$ cat src/design/cbc_pkg.sv
`timescale 1ns / 1ps
`default_nettype none
package cbc_pkg;
  localparam logic [63:0] CHAIN_IV = 64'h11096919991927FE;
  localparam logic [63:0] BIV_ONE  = 64'hD34C027BE8579632;
  localparam logic [63:0] BIV_TWO  = 64'hFBE852461ACD3970;
  localparam logic [31:0] SCHED_IV_ONE = 32'h6f2ba36a;
  localparam logic [31:0] SCHED_IV_TWO = 32'he7c4e584;
  localparam logic [1:0] REG_KEY  = 2'd0;
  localparam logic [1:0] REG_MODE = 2'd1;
  localparam logic [1:0] REG_DEC  = 2'd2;

  typedef struct packed {
    logic       variant_b;
    logic       second_iv;
    logic       dec;
  } core_ctl_t;

  function automatic logic [31:0] bswap(input logic [31:0] v);
    bswap = {v[7:0], v[15:8], v[23:16], v[31:24]};
  endfunction

  function automatic logic [31:0] brot(input logic [31:0] v);
    logic [31:0] s;
    s = bswap(v);
    brot = bswap({s[30:0], s[31]});
  endfunction

  function automatic logic [7:0] rol8(input logic [7:0] v);
    rol8 = {v[6:0], v[7]};
  endfunction

  function automatic logic [7:0] box_of(input logic [3:0] r);
    logic [7:0] b;
    logic [1:0] nr;
    unique case (r[3:2])
      2'd0: b = 8'h46;
      2'd1: b = 8'hA2;
      2'd2: b = 8'h72;
      default: b = 8'h41;
    endcase
    nr = ~r[1:0];
    box_of = b >> {nr, 1'b0};
  endfunction

  function automatic logic [31:0] round_fn(input logic [31:0] ci, input logic [31:0] p,
                                           input logic [1:0] box);
    logic [15:0] cc, l0, l1, p0, p1;
    logic [31:0] c, rot, m, t;
    logic        par;
    cc = box[1] ? 16'h5353 : 16'h0000;
    l0 = {ci[7:0], ci[15:8]};
    l1 = {ci[23:16], ci[31:24]};
    p0 = {p[7:0], p[15:8]};
    p1 = {p[23:16], p[31:24]};
    l0 = l0 + p0 + cc;
    l1 = l1 + p1 + cc;
    c = {l1[7:0], l1[15:8], l0[7:0], l0[15:8]};
    c = ((c & 32'hf0f0f0f0) >> 4) | ((c & 32'h0f0f0f0f) << 4);
    rot = brot(p);
    m = c & rot;
    par = ^m;
    if (par) c = c ^ (32'hffffffff ^ rot);
    t = bswap(c);
    if (!box[0])
      t = ((t & 32'h00000055) << 1) | ((t & 32'h0000aa00) << 7) |
          ((t & 32'h00550000) << 9) | ((t & 32'h000000aa) << 16) |
          (t & 32'h55000000) | ((t & 32'h00aa5500) >> 8) | ((t & 32'haa000000) >> 17);
    else
      t = ((t & 32'h00aa0000) << 7) | ((t & 32'h00005500) << 9) |
          ((t & 32'h00000055) << 16) | (t & 32'haa000000) |
          ((t & 32'h000000aa) >> 1) | ((t & 32'h0055aa00) >> 8) | ((t & 32'h55000000) >> 15);
    c = bswap(t);
    round_fn = c ^ bswap({t[23:0], t[31:24]}) ^ brot(c);
  endfunction

  function automatic logic [7:0] sub_tab(input logic [7:0] i);
    logic [7:0] tb [256];
    tb = '{
      8'hAA,8'hA2,8'h10,8'hFA,8'hA9,8'hF0,8'h40,8'h2F,8'hB1,8'h1C,8'h1A,8'h6F,8'h43,8'hB4,8'h73,8'hBC,
      8'h69,8'h77,8'hC5,8'h00,8'hF3,8'hD4,8'h09,8'h7E,8'h58,8'h8D,8'h44,8'hC3,8'hF5,8'h54,8'h0C,8'hDD,
      8'h3F,8'hB7,8'hD1,8'hD6,8'h9A,8'hD3,8'h39,8'h82,8'h01,8'h5E,8'h03,8'hED,8'h78,8'h63,8'h90,8'h49,
      8'h9B,8'h15,8'hA8,8'h4F,8'h67,8'h52,8'hAC,8'hE4,8'h37,8'hEA,8'hF7,8'h23,8'h55,8'h0F,8'h42,8'h12,
      8'hE3,8'h05,8'h5F,8'h2D,8'h2E,8'h7F,8'h11,8'h38,8'h07,8'hF4,8'h3C,8'hE2,8'hD5,8'h9F,8'hDF,8'hCF,
      8'h30,8'h0B,8'hAD,8'h66,8'h22,8'h70,8'hEF,8'h7B,8'hA6,8'h24,8'h65,8'h0D,8'h5D,8'h79,8'h02,8'h4D,
      8'h0E,8'h32,8'h84,8'h97,8'hB8,8'h57,8'h34,8'hE8,8'h41,8'h87,8'hC1,8'hF9,8'h9C,8'h56,8'hAE,8'h71,
      8'hAB,8'hBF,8'hD0,8'h88,8'h25,8'hC8,8'h1F,8'hD7,8'hFE,8'h04,8'h4E,8'hCE,8'h51,8'h81,8'hBB,8'hCD,
      8'h91,8'hA5,8'h14,8'h75,8'hA4,8'h60,8'h61,8'h6E,8'h7A,8'hE6,8'h99,8'hD8,8'hA0,8'h4C,8'hDC,8'h1B,
      8'h06,8'h6C,8'h3E,8'h9E,8'hF8,8'hCB,8'h98,8'h92,8'h0A,8'hFB,8'h2A,8'hCA,8'h50,8'h7C,8'hC0,8'h83,
      8'h94,8'hB5,8'h6A,8'h21,8'h95,8'hB3,8'h48,8'hD9,8'h16,8'hA7,8'hEE,8'h4B,8'hFD,8'h9D,8'hBD,8'h6B,
      8'hC6,8'h80,8'h20,8'h3A,8'h53,8'h1E,8'h5C,8'hC7,8'hB6,8'h08,8'hAF,8'hA1,8'h2B,8'h19,8'h26,8'h8A,
      8'h47,8'hE1,8'h86,8'h74,8'hE9,8'h59,8'h62,8'h8B,8'h28,8'h6D,8'hEC,8'h76,8'hB0,8'h45,8'hC2,8'h46,
      8'h4A,8'hE0,8'hF2,8'h8C,8'hBE,8'h3B,8'h5B,8'hBA,8'h31,8'h96,8'hE5,8'h36,8'h8E,8'hEB,8'hE7,8'hB9,
      8'hA3,8'h35,8'h17,8'h68,8'h27,8'h8F,8'h85,8'h89,8'h29,8'h93,8'hFF,8'hFC,8'hDE,8'h7D,8'h18,8'hDB,
      8'h64,8'hF6,8'h1D,8'hB2,8'h3D,8'hF1,8'hC9,8'h13,8'hDA,8'hCC,8'hC4,8'h72,8'h33,8'h5A,8'hD2,8'h2C};
    sub_tab = tb[i];
  endfunction

  function automatic logic [31:0] scramble(input logic [31:0] a, input logic [31:0] k);
    logic [31:0] w;
    logic [7:0] b0, b1, b2, b3;
    w = a ^ k;
    b0 = sub_tab(w[7:0]);
    b1 = sub_tab(w[15:8]);
    b2 = sub_tab(w[23:16]);
    b3 = sub_tab(w[31:24]);
    b1 = b1 ^ rol8(b0);
    b0 = b0 ^ rol8(b1);
    b3 = b3 ^ rol8(b2);
    b2 = b2 ^ rol8(b3);
    b1 = b1 ^ rol8(rol8(b2));
    b2 = b2 ^ rol8(rol8(b1));
    b3 = b3 ^ rol8(rol8(b0));
    b0 = b0 ^ rol8(rol8(b3));
    scramble = {b3, b2, b1, b0};
  endfunction
endpackage
`default_nettype wire

$ cat src/design/cbc_stream_if.sv
`timescale 1ns / 1ps
`default_nettype none
interface cbc_in_if;
  logic        valid;
  logic        ready;
  logic [63:0] block_data;
  logic [3:0]  byte_count;
  logic        first_block;
  modport source (output valid, block_data, byte_count, first_block, input ready);
  modport sink (input valid, block_data, byte_count, first_block, output ready);
endinterface

interface cbc_out_if;
  logic        valid;
  logic        ready;
  logic [63:0] out_data;
  logic [3:0]  out_byte_count;
  modport source (output valid, out_data, out_byte_count, input ready);
  modport sink (input valid, out_data, out_byte_count, output ready);
endinterface
`default_nettype wire

$ cat src/design/cbc_sched_mem.sv
`timescale 1ns / 1ps
`default_nettype none
module cbc_sched_mem (
  input  wire logic        clk,
  input  wire logic        we,
  input  wire logic [3:0]  waddr,
  input  wire logic [31:0] wdata,
  input  wire logic [3:0]  raddr,
  output logic [31:0]      rdata
);
  logic [31:0] mem [16];
  always_ff @(posedge clk) begin
    if (we) mem[waddr] <= wdata;
    rdata <= mem[raddr];
  end
endmodule
`default_nettype wire

$ cat src/design/cbc_block_cipher_two_variant.sv
`timescale 1ns / 1ps
`default_nettype none
// Channel | Dir | Fields
// in      | in  | block_data[63:0], byte_count[3:0], first_block
// out     | out | out_data[63:0], out_byte_count[3:0]
// cfg     | in  | APB, paddr[4:0]: key @0x0, protocol_mode @0x8, decrypt_mode @0x10
// An item passes through setup, 16 rounds with the schedule memory read one round
// ahead, and finish after its accepting edge; the Feistel loop over the single-port
// read sets this. The result must leave before the next item is taken, so a new
// item is not accepted until the result of the last one has left.
// A first_block item adds the schedule build: variant A runs 8 rounds plus 12
// zeroing writes, variant B writes all 16 schedule words.
// Reset clears control, state and the result valid, and loads the chaining value
// with CHAIN_IV; the schedule memory is undefined until the first first_block item. A held result stalls new items.
module cbc_block_cipher_two_variant (
  input  wire logic        clk,
  input  wire logic        rst_n,
  cbc_in_if.sink           in_ch,
  cbc_out_if.source        out_ch,
  input  wire logic        cfg_psel,
  input  wire logic        cfg_penable,
  input  wire logic        cfg_pwrite,
  input  wire logic [4:0]  cfg_paddr,
  input  wire logic [63:0] cfg_pwdata,
  output logic [63:0]      cfg_prdata,
  output logic             cfg_pready
);
  import cbc_pkg::*;

  localparam logic [2:0] ST_IDLE  = 3'd0;
  localparam logic [2:0] ST_SCHA  = 3'd1;
  localparam logic [2:0] ST_SCHB  = 3'd2;
  localparam logic [2:0] ST_PRE   = 3'd3;
  localparam logic [2:0] ST_ROUND = 3'd4;
  localparam logic [2:0] ST_FIN   = 3'd5;

  logic [63:0] key_r;
  logic [7:0]  mode_r;
  logic        dec_r;
  logic [2:0]  state_r;
  logic [4:0]  cnt_r;
  logic [63:0] chain_r, data_r, work_r;
  logic [3:0]  n_r;
  logic        dec_op_r, full_r;
  logic [31:0] pa_r;          // variant A schedule chain value
  logic [31:0] w0_r, w1_r, w2_r, w3_r;
  logic [63:0] kb_r;          // variant B key bytes
  logic [31:0] a_r, b_r;
  logic        ov_r;
  logic [63:0] od_r;
  logic [3:0]  on_r;
  core_ctl_t   ctl;

  logic        we;
  logic [3:0]  waddr, raddr;
  logic [31:0] wdata, rdata;

  cbc_sched_mem u_mem (.clk, .we, .waddr, .wdata, .raddr, .rdata);

  assign ctl = '{variant_b: mode_r[6], second_iv: |mode_r[3:2], dec: dec_op_r};
  assign cfg_pready = 1'b1;
  always_comb begin
    unique case (cfg_paddr[4:3])
      REG_KEY:  cfg_prdata = key_r;
      REG_MODE: cfg_prdata = {56'd0, mode_r};
      REG_DEC:  cfg_prdata = {63'd0, dec_r};
      default:  cfg_prdata = 64'd0;
    endcase
  end

  wire accept = in_ch.valid && in_ch.ready;
  assign in_ch.ready = (state_r == ST_IDLE) && !ov_r;
  assign out_ch.valid = ov_r;
  assign out_ch.out_data = od_r;
  assign out_ch.out_byte_count = on_r;

  // Round index of the round being computed now; schedule word read for next.
  wire [3:0] ri = cnt_r[3:0];
  wire [3:0] nxt_i = ri + 4'd1;
  wire [3:0] ph_next = ctl.dec ? ~nxt_i : nxt_i;
  wire [3:0] rr = ctl.dec ? ~ri : ri;
  wire [3:0] rd_idx = ctl.variant_b ? ph_next : {2'b00, ph_next[1:0]};
  wire [63:0] ivb = ctl.second_iv ? BIV_TWO : BIV_ONE;
  wire [63:0] core_in = (full_r && !dec_op_r) ? (data_r ^ chain_r) :
                        (full_r ? data_r : chain_r);

  // Variant A schedule round source word
  logic [31:0] sa_src;
  always_comb begin
    unique case (cnt_r[1:0])
      2'd0: sa_src = w0_r;
      2'd1: sa_src = w1_r;
      2'd2: sa_src = w2_r;
      default: sa_src = w3_r;
    endcase
  end
  wire [31:0] sa_out = round_fn(sa_src, pa_r, 2'b00);

  // Variant B schedule step
  logic [7:0] s0, s1, s2, s3;
  always_comb begin
    s0 = kb_r[7:0] + sub_tab(kb_r[15:8]);
    s1 = kb_r[23:16] ^ sub_tab(kb_r[31:24]);
    s2 = kb_r[39:32] ^ sub_tab(kb_r[47:40]);
    s3 = kb_r[55:48] + sub_tab(kb_r[63:56]);
  end

  wire [7:0]  rbox = box_of(rr);
  wire [31:0] fa = a_r ^ round_fn(b_r, rdata, rbox[1:0]);
  wire [31:0] fb = a_r ^ scramble(b_r, rdata);
  wire [63:0] mask = (cnt_r == 5'd0) ? 64'd0 : 64'd0;

  always_comb begin
    we = 1'b0; waddr = cnt_r[3:0]; wdata = 32'd0;
    raddr = rd_idx;
    if (state_r == ST_SCHA) begin
      we = 1'b1;
      if (cnt_r < 5'd8) begin
        waddr = {2'b00, cnt_r[1:0]}; wdata = sa_out;
      end else begin
        waddr = cnt_r[3:0] - 4'd4; wdata = 32'd0;
      end
    end else if (state_r == ST_SCHB) begin
      we = 1'b1; wdata = {s3, s2, s1, s0};
    end
    if (state_r == ST_PRE) raddr = ctl.variant_b ? (ctl.dec ? 4'd15 : 4'd0)
                                                 : (ctl.dec ? 4'd3 : 4'd0);
  end

  logic [63:0] res;
  logic [63:0] wb;
  always_comb begin
    if (ctl.variant_b) wb = {b_r, a_r} - ivb;
    else wb = {a_r, b_r};
    if (full_r) res = dec_op_r ? (wb ^ chain_r) : wb;
    else res = (wb ^ data_r) & ((64'd1 << {n_r[2:0], 3'b000}) - 64'd1);
  end

  always_ff @(posedge clk) begin
    if (!rst_n) begin
      key_r <= '0; mode_r <= '0; dec_r <= 1'b0;
      state_r <= ST_IDLE; cnt_r <= '0; chain_r <= CHAIN_IV; work_r <= '0;
      ov_r <= 1'b0;
    end else begin
      if (cfg_psel && cfg_penable && cfg_pwrite) begin
        unique case (cfg_paddr[4:3])
          REG_KEY:  key_r <= cfg_pwdata;
          REG_MODE: mode_r <= cfg_pwdata[7:0];
          REG_DEC:  dec_r <= cfg_pwdata[0];
          default: ;
        endcase
      end
      if (out_ch.valid && out_ch.ready) ov_r <= 1'b0;
      unique case (state_r)
        ST_IDLE: if (accept) begin
          data_r <= in_ch.block_data;
          n_r <= (in_ch.byte_count > 4'd8) ? 4'd8 : in_ch.byte_count;
          full_r <= in_ch.byte_count >= 4'd8;
          dec_op_r <= dec_r && (in_ch.byte_count >= 4'd8);
          cnt_r <= '0;
          w0_r <= key_r[31:0]; w1_r <= key_r[63:32];
          w2_r <= 32'h0b0a0908; w3_r <= 32'h0f0e0d0c;
          pa_r <= (|mode_r[3:2]) ? SCHED_IV_TWO : SCHED_IV_ONE;
          kb_r <= key_r;
          if (in_ch.first_block) begin
            chain_r <= CHAIN_IV;
            state_r <= mode_r[6] ? ST_SCHB : ST_SCHA;
          end else if (in_ch.byte_count == 4'd0) state_r <= ST_IDLE;
          else state_r <= ST_PRE;
        end
        ST_SCHA: begin
          if (cnt_r < 5'd8) begin
            pa_r <= sa_out;
            unique case (cnt_r[1:0])
              2'd0: w0_r <= sa_out;
              2'd1: w1_r <= sa_out;
              2'd2: w2_r <= sa_out;
              default: w3_r <= sa_out;
            endcase
          end
          if (cnt_r == 5'd19) begin
            cnt_r <= '0; state_r <= (n_r == 4'd0) ? ST_IDLE : ST_PRE;
          end else cnt_r <= cnt_r + 5'd1;
        end
        ST_SCHB: begin
          kb_r <= {s0, kb_r[63:56], s3, kb_r[47:40], s2, kb_r[31:24], s1, kb_r[15:8]};
          if (cnt_r == 5'd15) begin
            cnt_r <= '0; state_r <= (n_r == 4'd0) ? ST_IDLE : ST_PRE;
          end else cnt_r <= cnt_r + 5'd1;
        end
        ST_PRE: begin
          if (ctl.variant_b) begin
            {b_r, a_r} <= core_in + ivb;
          end else begin
            {b_r, a_r} <= core_in;
          end
          cnt_r <= '0; state_r <= ST_ROUND;
        end
        ST_ROUND: begin
          if (ctl.variant_b) begin
            if (cnt_r[3:0] == 4'd15) a_r <= fb;
            else begin a_r <= b_r; b_r <= fb; end
          end else begin
            a_r <= b_r; b_r <= fa;
          end
          if (cnt_r == 5'd15) state_r <= ST_FIN;
          cnt_r <= cnt_r + 5'd1;
        end
        ST_FIN: begin
          work_r <= wb ^ mask;
          od_r <= res; on_r <= n_r; ov_r <= 1'b1;
          if (full_r) chain_r <= dec_op_r ? data_r : res;
          state_r <= ST_IDLE;
        end
        default: state_r <= ST_IDLE;
      endcase
    end
  end

`ifndef NO_ASSERTIONS
  a_no_accept_busy: assert property (@(posedge clk) disable iff (!rst_n)
    (state_r != ST_IDLE) |-> !in_ch.ready) else $error("ready while busy");
  a_fin_valid: assert property (@(posedge clk) disable iff (!rst_n)
    (state_r == ST_FIN) |=> ov_r) else $error("result not raised");
  a_round_cnt: assert property (@(posedge clk) disable iff (!rst_n)
    (state_r == ST_ROUND) |-> (cnt_r < 5'd16)) else $error("round count");
  a_hold: assert property (@(posedge clk) disable iff (!rst_n)
    (ov_r && !out_ch.ready) |=> (ov_r && $stable(od_r))) else $error("result lost");
`endif
endmodule
`default_nettype wire
$ cat src/flat_wrapper.sv
// flat-port wrapper written by rule: the top's interface ports become plain ports
module cbc_block_cipher_two_variant_flat import cbc_pkg::*;
  (clk, rst_n, cfg_psel, cfg_penable, cfg_pwrite, cfg_paddr, cfg_pwdata, cfg_prdata, cfg_pready, in_ch_valid, in_ch_block_data, in_ch_byte_count, in_ch_first_block, in_ch_ready, out_ch_valid, out_ch_out_data, out_ch_out_byte_count, out_ch_ready);
  cbc_in_if in_ch_i ();
  cbc_out_if out_ch_i ();
  input  wire logic clk;
  input  wire logic rst_n;
  input  wire logic cfg_psel;
  input  wire logic cfg_penable;
  input  wire logic cfg_pwrite;
  input  wire logic [4:0] cfg_paddr;
  input  wire logic [63:0] cfg_pwdata;
  output logic [63:0] cfg_prdata;
  output logic cfg_pready;
  input wire logic [$bits(in_ch_i.valid)-1:0] in_ch_valid;
  input wire logic [$bits(in_ch_i.block_data)-1:0] in_ch_block_data;
  input wire logic [$bits(in_ch_i.byte_count)-1:0] in_ch_byte_count;
  input wire logic [$bits(in_ch_i.first_block)-1:0] in_ch_first_block;
  output wire logic [$bits(in_ch_i.ready)-1:0] in_ch_ready;
  output wire logic [$bits(out_ch_i.valid)-1:0] out_ch_valid;
  output wire logic [$bits(out_ch_i.out_data)-1:0] out_ch_out_data;
  output wire logic [$bits(out_ch_i.out_byte_count)-1:0] out_ch_out_byte_count;
  input wire logic [$bits(out_ch_i.ready)-1:0] out_ch_ready;
  assign in_ch_i.valid = in_ch_valid;
  assign in_ch_i.block_data = in_ch_block_data;
  assign in_ch_i.byte_count = in_ch_byte_count;
  assign in_ch_i.first_block = in_ch_first_block;
  assign in_ch_ready = in_ch_i.ready;
  assign out_ch_valid = out_ch_i.valid;
  assign out_ch_out_data = out_ch_i.out_data;
  assign out_ch_out_byte_count = out_ch_i.out_byte_count;
  assign out_ch_i.ready = out_ch_ready;
  cbc_block_cipher_two_variant u_core (.clk(clk), .rst_n(rst_n), .in_ch(in_ch_i), .out_ch(out_ch_i), .cfg_psel(cfg_psel), .cfg_penable(cfg_penable), .cfg_pwrite(cfg_pwrite), .cfg_paddr(cfg_paddr), .cfg_pwdata(cfg_pwdata), .cfg_prdata(cfg_prdata), .cfg_pready(cfg_pready));
endmodule
$ cat config.mk
export PLATFORM = sky130hd
export DESIGN_NAME = cbc_block_cipher_two_variant_flat
export DESIGN_NICKNAME = d
export VERILOG_FILES = /design/src/design/cbc_pkg.sv /design/src/design/cbc_stream_if.sv /design/src/design/cbc_sched_mem.sv /design/src/design/cbc_block_cipher_two_variant.sv /design/src/flat_wrapper.sv
export SDC_FILE = /design/constraint.sdc
export NUM_CORES = 2
export LEC_CHECK = 0
export BUFFER_PORTS_ARGS = -buffer_cell sky130_fd_sc_hd__buf_2
export CAP_MARGIN = 20
export CORE_MARGIN = 5
export CORE_UTILIZATION = 57
export CTS_BUF_LIST = sky130_fd_sc_hd__clkbuf_16
export DETAILED_ROUTE_END_ITERATION = 8
export PLACE_DENSITY = 0.84
export SETUP_SLACK_MARGIN = 0.02
export SLEW_MARGIN = 40
export SYNTH_ARGS = -nofsm -noshare
export SYNTH_HDL_FRONTEND = slang
export SYNTH_HIERARCHICAL = 1
export SYNTH_SLANG_ARGS = --single-unit
export TNS_END_PERCENT = 20
$ cat constraint.sdc
create_clock -name clk -period 14 [get_ports clk]
set_input_delay 2.1 -clock clk [delete_from_list [all_inputs] [get_ports clk]]
set_output_delay 2.1 -clock clk [all_outputs]
set_load 0.005 [all_outputs]
==> After elaboration in Yosys (flattened, before gate mapping) <==
Memories as Yosys holds them, arrays and structs flattened. A register that Yosys moved wholly into a read port is not among the register bits.
Index checks and enable logic that the tools add are counted.
{ "word_totals": {"register_bits": 572, "ram_bits": 512, "rom_bits": 16384, "input_bits": 145, "wordCells": 277, "mem_count": 9} }
{ "memory_table": {"columns": ["memory", "words", "word_bits", "read_ports", "rd_clocked_by_memory_dff", "write_ports", "line_no", "text"], "rows": [
  ["(name not given)", 256, 8, 1, 0, 0, "cbc_pkg.sv:96", "sub_tab = tb[i];"],
  ["(name not given)", 256, 8, 1, 0, 0, "cbc_pkg.sv:96", null],
  ["(name not given)", 256, 8, 1, 0, 0, "cbc_pkg.sv:96", null],
  ["(name not given)", 256, 8, 1, 0, 0, "cbc_pkg.sv:96", null],
  ["(name not given)", 256, 8, 1, 0, 0, "cbc_pkg.sv:96", null],
  ["(name not given)", 256, 8, 1, 0, 0, "cbc_pkg.sv:96", null],
  ["+3 memories", null, null, null, null, null, null, null]
]} }
{ "op_classes": {"n_addsub": 14, "order_cmp": 11, "n_eq_ne": 26, "shifts": 2, "n_mux": 95, "n_bitwise": 58, "reduce_logical": 41} }
{ "op_table": {"columns": ["cell", "n"], "rows": [
  ["two-way mux 32 bit", 27],
  ["two-way mux 64 bit", 10],
  ["case mux 32 bit (2 select lines)", 7],
  ["bitwise XOR 32 bit", 9],
  ["case mux 64 bit (2 select lines)", 2],
  ["case mux 64 bit (3 select lines)", 1],
  ["bitwise XOR 64 bit", 3],
  ["two-way mux 8 bit", 16],
  ["adder 16 bit", 6],
  ["OR 32 x 15 -> 32 bit", 3],
  ["OR 32 x 16 -> 32 bit", 3],
  ["OR 32 bit", 3],
  ["case mux 32 bit (3 select lines)", 1],
  ["bitwise XOR 8 bit", 10],
  ["greater-or-equal comparator 9 bit (second input constant)", 8],
  ["NOT 8 -> 9 bit", 8],
  ["adder 64 bit", 1],
  ["AND 32 bit", 2],
  ["AND 64 bit", 1],
  ["NOT 32 bit", 2],
  ["OR 28 x 32 -> 32 bit", 2],
  ["OR 32 x 24 -> 32 bit", 2],
  ["OR 32 x 31 -> 32 bit", 2],
  ["XOR reduction 32 bit", 2],
  ["other kinds (51)", 116]
]} }

==> Longest topological paths before layout <==
{ "depth": {"word_depth": 23, "mapped_depth": 41} }

==> Cells and area by module <==
Netlist, hierarchy kept.
{ "modules_own_cells": {"columns": ["module", "instances", "cells_per_inst", "area_each_um2", "seq_area_each_um2"], "rows": [
  ["cbc_block_cipher_two_variant", 1, 9227, 71095.7, 15715.1],
  ["cbc_sched_mem", 1, 838, 19854.0, 16015.4]
]} }

==> Least setup slack after synthesis <==
OpenSTA, ideal clock, no wires.
{ "synth_path": {"path_type": "register -> register", "start": "register u_core.dec_op_r", "end": "register u_core.b_r[20] (data pin)", "setup_ns": 0.259, "t_arrival_ns": 8.957, "required_time_ns": 13.741, "path_slack_ns": 4.784, "path_stages_with_launch": 39, "path_cell_list": "edfxtp_1 > buf_2 > buf_4 > buf_4 > buf_2 > clkbuf_1 > buf_2 > buf_2 > buf_2 > clkbuf_1 > clkbuf_1 > buf_2 > a31oi_1 > o221ai_1 > inv_1 > fa_1 > inv_1 > ha_1 > [... 3 more ...] > o31a_1 > o21ai_1 > a211oi_1 > nor3_1 > or4_1 > and2_1 > ha_1 > xnor2_1 > xnor2_1 > xnor2_1 > xnor2_1 > xnor2_2 > buf_2 > buf_2 > mux4_2 > xnor2_1 > mux4_2 > o31a_1"} }
{ "synth_between": {"elab_chain_cells": 19, "elab_cells_between_ends": 31, "cone_classes": "add/sub (3); eq/ne (2); shift (1); mux (9); bitwise (12); reduce/logical (4)"} }
{ "synth_lines": {"columns": ["element", "line_no", "text"], "rows": [
  ["start, declared", "cbc_block_cipher_two_variant.sv:44", "logic dec_op_r, full_r;"],
  ["start signal, assigned", "cbc_block_cipher_two_variant.sv:159", "dec_op_r <= dec_r && (in_ch.byte_count >= 4'd8);"],
  ["two-way mux 4 bit", "cbc_block_cipher_two_variant.sv:81", "wire [3:0] rr = ctl.dec ? ~ri : ri;"],
  ["equality test 2 bit, or another cell as far along", "cbc_pkg.sv:36", "unique case (r[3:2])"],
  ["case mux 8 bit (3 select lines)", "cbc_pkg.sv:36", null],
  [">> shifter 8 x 3 -> 2 bit", "cbc_pkg.sv:43", "box_of = b >> {nr, 1'b0};"],
  ["two-way mux 15 bit", "cbc_pkg.sv:51", "cc = box[1] ? 16'h5353 : 16'h0000;"],
  ["adder 16 bit (on tied branches)", "cbc_pkg.sv:56, cbc_pkg.sv:57", null],
  ["OR 28 x 32 -> 32 bit", "cbc_pkg.sv:59", "c = ((c & 32'hf0f0f0f0) >> 4) | ((c & 32'h0f0f0f0f) << 4);"],
  ["AND 32 bit", "cbc_pkg.sv:61", "m = c & rot;"],
  ["[... 2 more ...]", null, null],
  ["OR 32 x 7 -> 32 bit", "cbc_pkg.sv:71", "((t & 32'h00000055) << 16) | (t & 32'haa000000) |"],
  ["OR 32 x 15 -> 32 bit", "cbc_pkg.sv:72", "((t & 32'h000000aa) >> 1) | ((t & 32'h0055aa00) >> 8) | ((t & 32'h55000000) >> 15);"],
  ["OR 32 x 16 -> 32 bit", "cbc_pkg.sv:72", null],
  ["two-way mux 32 bit", "cbc_pkg.sv:65", "if (!box[0])"],
  ["bitwise XOR 32 bit (2 in a row)", "cbc_pkg.sv:74", "round_fn = c ^ bswap({t[23:0], t[31:24]}) ^ brot(c);"],
  ["bitwise XOR 32 bit", "cbc_block_cipher_two_variant.sv:109", "wire [31:0] fa = a_r ^ round_fn(b_r, rdata, rbox[1:0]);"],
  ["two-way mux 32 bit", "cbc_block_cipher_two_variant.sv:200", "if (ctl.variant_b) begin"],
  ["case mux 32 bit (2 select lines) *", "cbc_block_cipher_two_variant.sv:154", "unique case (state_r)"],
  ["end signal, assigned", "cbc_block_cipher_two_variant.sv:193", "{b_r, a_r} <= core_in + ivb;"],
  ["end signal, assigned", "cbc_block_cipher_two_variant.sv:195", "{b_r, a_r} <= core_in;"],
  ["end, declared", "cbc_block_cipher_two_variant.sv:48", "logic [31:0] a_r, b_r;"]
]} }
Every way passes the cells marked *; elsewhere a longest branch is shown, timed or not.
A chain may end at the register's enable or synchronous reset.

==> Worst setup path in the final report <==
{ "layout_path": {"start": "register u_core.cnt_r[0]", "end": "register u_core.b_r[24] (data pin)"} }
{ "layout_between": {"elab_chain_cells": 22, "elab_cells_between_ends": 29, "cone_classes": "add/sub (2); shift (1); mux (6); bitwise (19); reduce/logical (1)"} }
{ "layout_lines": {"columns": ["element", "line_no", "text"], "rows": [
  ["start, declared", "cbc_block_cipher_two_variant.sv:41", "logic [4:0] cnt_r;"],
  ["start signal, assigned", "cbc_block_cipher_two_variant.sv:183", "end else cnt_r <= cnt_r + 5'd1;"],
  ["start signal, assigned", "cbc_block_cipher_two_variant.sv:189", "end else cnt_r <= cnt_r + 5'd1;"],
  ["start signal, assigned", "cbc_block_cipher_two_variant.sv:207", "cnt_r <= cnt_r + 5'd1;"],
  ["NOT 4 bit", "cbc_block_cipher_two_variant.sv:81", null],
  ["two-way mux 4 bit *", "cbc_block_cipher_two_variant.sv:81", null],
  ["NOT 2 bit *", "cbc_pkg.sv:42", "nr = ~r[1:0];"],
  [">> shifter 8 x 3 -> 2 bit *", "cbc_pkg.sv:43", null],
  ["two-way mux 15 bit", "cbc_pkg.sv:51", null],
  ["adder 16 bit (on tied branches)", "cbc_pkg.sv:56, cbc_pkg.sv:57", null],
  ["OR 28 x 32 -> 32 bit", "cbc_pkg.sv:59", null],
  ["AND 32 bit", "cbc_pkg.sv:61", null],
  ["[... 6 more ...]", null, null],
  ["OR 32 x 15 -> 32 bit", "cbc_pkg.sv:72", null],
  ["OR 32 x 16 -> 32 bit", "cbc_pkg.sv:72", null],
  ["two-way mux 32 bit *", "cbc_pkg.sv:65", null],
  ["bitwise XOR 32 bit", "cbc_pkg.sv:74", null],
  ["bitwise XOR 32 bit *", "cbc_pkg.sv:74", null],
  ["bitwise XOR 32 bit *", "cbc_block_cipher_two_variant.sv:109", null],
  ["two-way mux 32 bit *", "cbc_block_cipher_two_variant.sv:200", null],
  ["case mux 32 bit (2 select lines) *", "cbc_block_cipher_two_variant.sv:154", null]
]} }
Marks and branches as above.

==> results.md <==
- Count leader, synth: nand2_1
- Largest area contributor in the netlist: edfxtp_1
- Post-synth EDFFs: between 900 and 1000
- HP Class: reg -> reg
- Die Ht: 409 µm
- # IOs: between 200 and 300
- Hold Buf Count CTS: 0
- Post-route DRC: 15
- Startpoint type of the worst setup path: flop
- Total gr overflow: 0
- Synth Instances: around 10000
- Result of the run: finished with violations
- Yosys reg bits: approximately 1100
- Unrepaired setup endpoints after global routing: false
- CTS tree: built
- Compound-cell area share of the yosys netlist: between 20% and 30%
- Root Driver: clkbuf_16
- Worst Reg-to-Reg Cells: 31
- Pre-CTS setup slack: between 5000 and 6000 ps
- Hold Startpoint: u_core/key_r[58]
- Drt pass-1 iters: 9
- Core ar.: 159000 µm²
- Starting density of the core: between 50% and 60%
- Top cells by count, synth: nand2_1, edfxtp_1, o21ai_0
- Final hold vios: 0
- First-pass GRT wire length: ~520 mm
- # fillers: about 13000
- Simple-gate share of the synthesized area: approximately 15%
- Adder-Cell Fraction of Synth Area: under 10%
- Crit path launch: u_core/cnt_r[0]
- DRT iter0 DRCs: about 18000
- Clock insertion delay at the later pin of the skew report: 790 ps
- Area of the multi-input gates: approximately 55000 µm²
- Distinct cells, synth: 117
- Syn_area_per_cell: roughly 9 µm²
- Synthesized net count: 10618
- Gr usage total: between 40% and 50%
- Final nets: between 10000 and 15000
- Reg2Reg Setup Slack: around 4600 ps
- Fin area: slightly below 100000 µm²
- Final worst slack: 4650 ps
- Fmax: between 100 and 150 MHz
- Routability congestion estimate: around 1.1
- WHS Path Cells: 2
- Vias in the first global route: approximately 80000
- Top post-synthesis cells by area: edfxtp_1, ha_1, mux4_2, nand2_1, o21ai_0
- Layout cells sized above 1: 11.5%
- Register area: between 30000 and 40000 µm²
- Predominant post-synthesis flop cell: edfxtp_1
- Worst-margin pin slew: ~930 ps
- Max-cap violation count: 0
- Xor/xnor share of the synthesized area: 7.15%
- Avg WL per Cell: approximately 30 µm
- Post-CTS Resized: 0
- Relative slew slack: 37.9%
- Num CTS Buffers: 106
- Yosys warns: 6
- Largest net degree at the start of global routing: 129
- Dpl cell area: 93100 µm²
- Final TNS setup: 0 ps
- Crit path kind: reg -> reg
- Crit path DAT: between 9000 and 10000 ps
- Initial antenna violation count: 12
- Reg2reg start: u_core/cnt_r[0]
- Slew Limit Fails: 0
- Fin crit share: around two thirds
- H-tree levels: 3
- Slowest cell on crit path: dfxtp_1
- Reg-to-reg critical path endpoint: u_core/b_r[24]
- Final Skew: 90.7 ps
- Input/output buffers: 275
- WHS Endpoint: u_core/key_r[58]
- Final setup viols: 0
- Clock period minus worst slack: about 9400 ps
- CP Max Fanout: 45
- Register area share after synthesis: a little over a third
- Area Overhead vs Synth: 6.47%
- Clock-pin slew on the worst setup and hold paths: 70 ps
- Routed via count: about 88000
- Synthesized area: 90900 µm²
- Hold slack: ~500 ps
- Largest family of logic cells by synthesized area: compound AO/OA/AOI/OAI gates
- Routed Antenna Nets: 0
- Std cell rows: 146
- Yosys top cell area share: a little under a third
- Via/cell ratio: between 7 and 8
- DP Wirelength: around 250 mm
- Clock Tree Buf Depth: 3
- Failing checks: DRC
- Die area: 168000 µm²
- Crit end category: flop
- Clock sink total: approximately 1100
- Ys async rst share: 0%
- Mux cell area share after synthesis: 7.36%
- Post-CTS setup buffer count: 0
- CP peak stage delay: slightly below 800 ps
- DRT Wirelength: 357 mm
- Die width: just over 400 µm
- Critical path data required time: approximately 14000 ps
[layer usage]
layer	routed length [µm]	part of all wire, %	global-route usage [%]	vias to the layer above
met5	67	0.019	0.144	-
met1	130000	36	54.6	41539
met2	154000	43	60.5	7572
met3	52900	15	11.3	1363
met4	19500	5.5	17.5	8
li1	-	-	-	37091
[worst max-delay path, delay by kind of cell, from the launching register on]
kind,cells,cell delay (ps)
AO/OA/AOI/OAI,5,970
XOR/XNOR,7,1640
adder cells (fa/ha/maj),4,1370
buffers and inverters,6,1530
flip-flops,1,790
multiplexers,4,1320
AND/OR/NAND/NOR,5,1340
[cell usage in the layout (no fill, tap or decap), types with 96 or more instances in the layout]
| cell type | count |
|---|---|
| a22oi_1 | 130 |
| buf_4 | 181 |
| a21o_1 | 96 |
| buf_2 | 275 |
| o21ai_0 | 807 |
| mux2i_1 | 151 |
| mux4_2 | 202 |
| nor2_1 | 639 |
| a211oi_1 | 171 |
| nand3_1 | 224 |
| a311oi_1 | 113 |
| nor2b_1 | 134 |
| edfxtp_1 | 938 |
| inv_1 | 260 |
| nor3_1 | 203 |
| dfxtp_1 | 177 |
| xor2_1 | 188 |
| xnor2_1 | 436 |
| nand2_1 | 1155 |
| clkbuf_16 | 108 |
| ha_1 | 369 |
| nand2b_1 | 155 |
| a31oi_1 | 151 |
| and2_1 | 142 |
| o211ai_1 | 122 |
| a21oi_1 | 688 |
[registers in the layout, summed over array words and instances, names as in the netlist, 64 cells and up]
signal	flops
u_core/u_mem/mem	512
u_core/chain_r	64
u_core/data_r	64
u_core/kb_r	64
u_core/key_r	64
u_core/out_ch.out_data	64
[layout make-up]
class                   count  share of cell area (%)
repair buffers            465                    2.96
inverters                 265                    1.03
clock inverters            93                   0.928
flip-flops and latches   1116                    32.8
well taps                2072                    2.68
multi-input cells        7810                    56.8
diodes                      5                  0.0129
clock buffers             108                    2.79
[through the flow]
step           cells  utilization (%)
2_1_floorplan  10065                -
3_3_place_gp   11726             58.6
3_5_place_dp   11726             58.7
4_1_cts        11927             61.0
5_1_grt        11929             61.1
6_report       11934             61.1
[how the worst max path moves through the flow]
stage | cells after the start | endpoint | slack [ps]
final | 31 | u_core/b_r[24] | 4650
after global routing | 31 | u_core/b_r[24] | 4290
after CTS | 31 | u_core/b_r[24] | 4870
after detailed placement | 31 | u_core/b_r[24] | 5050
after global placement | 31 | u_core/b_r[24] | 5200
after floorplan | 38 | u_core/b_r[20] | 4780
[logic make-up after synthesis]
logic type               after synthesis
AND/OR/NAND/NOR                     3029
adder cells (fa/ha/maj)              408
buffers and inverters               1139
multiplexers                         409
other                                  1
XOR/XNOR                             679
flip-flops                          1116
AO/OA/AOI/OAI                       3284
Power is left out: the tool's default activity adds up to more than one toggle a clock period on the data nets, which glitch-free logic cannot reach.
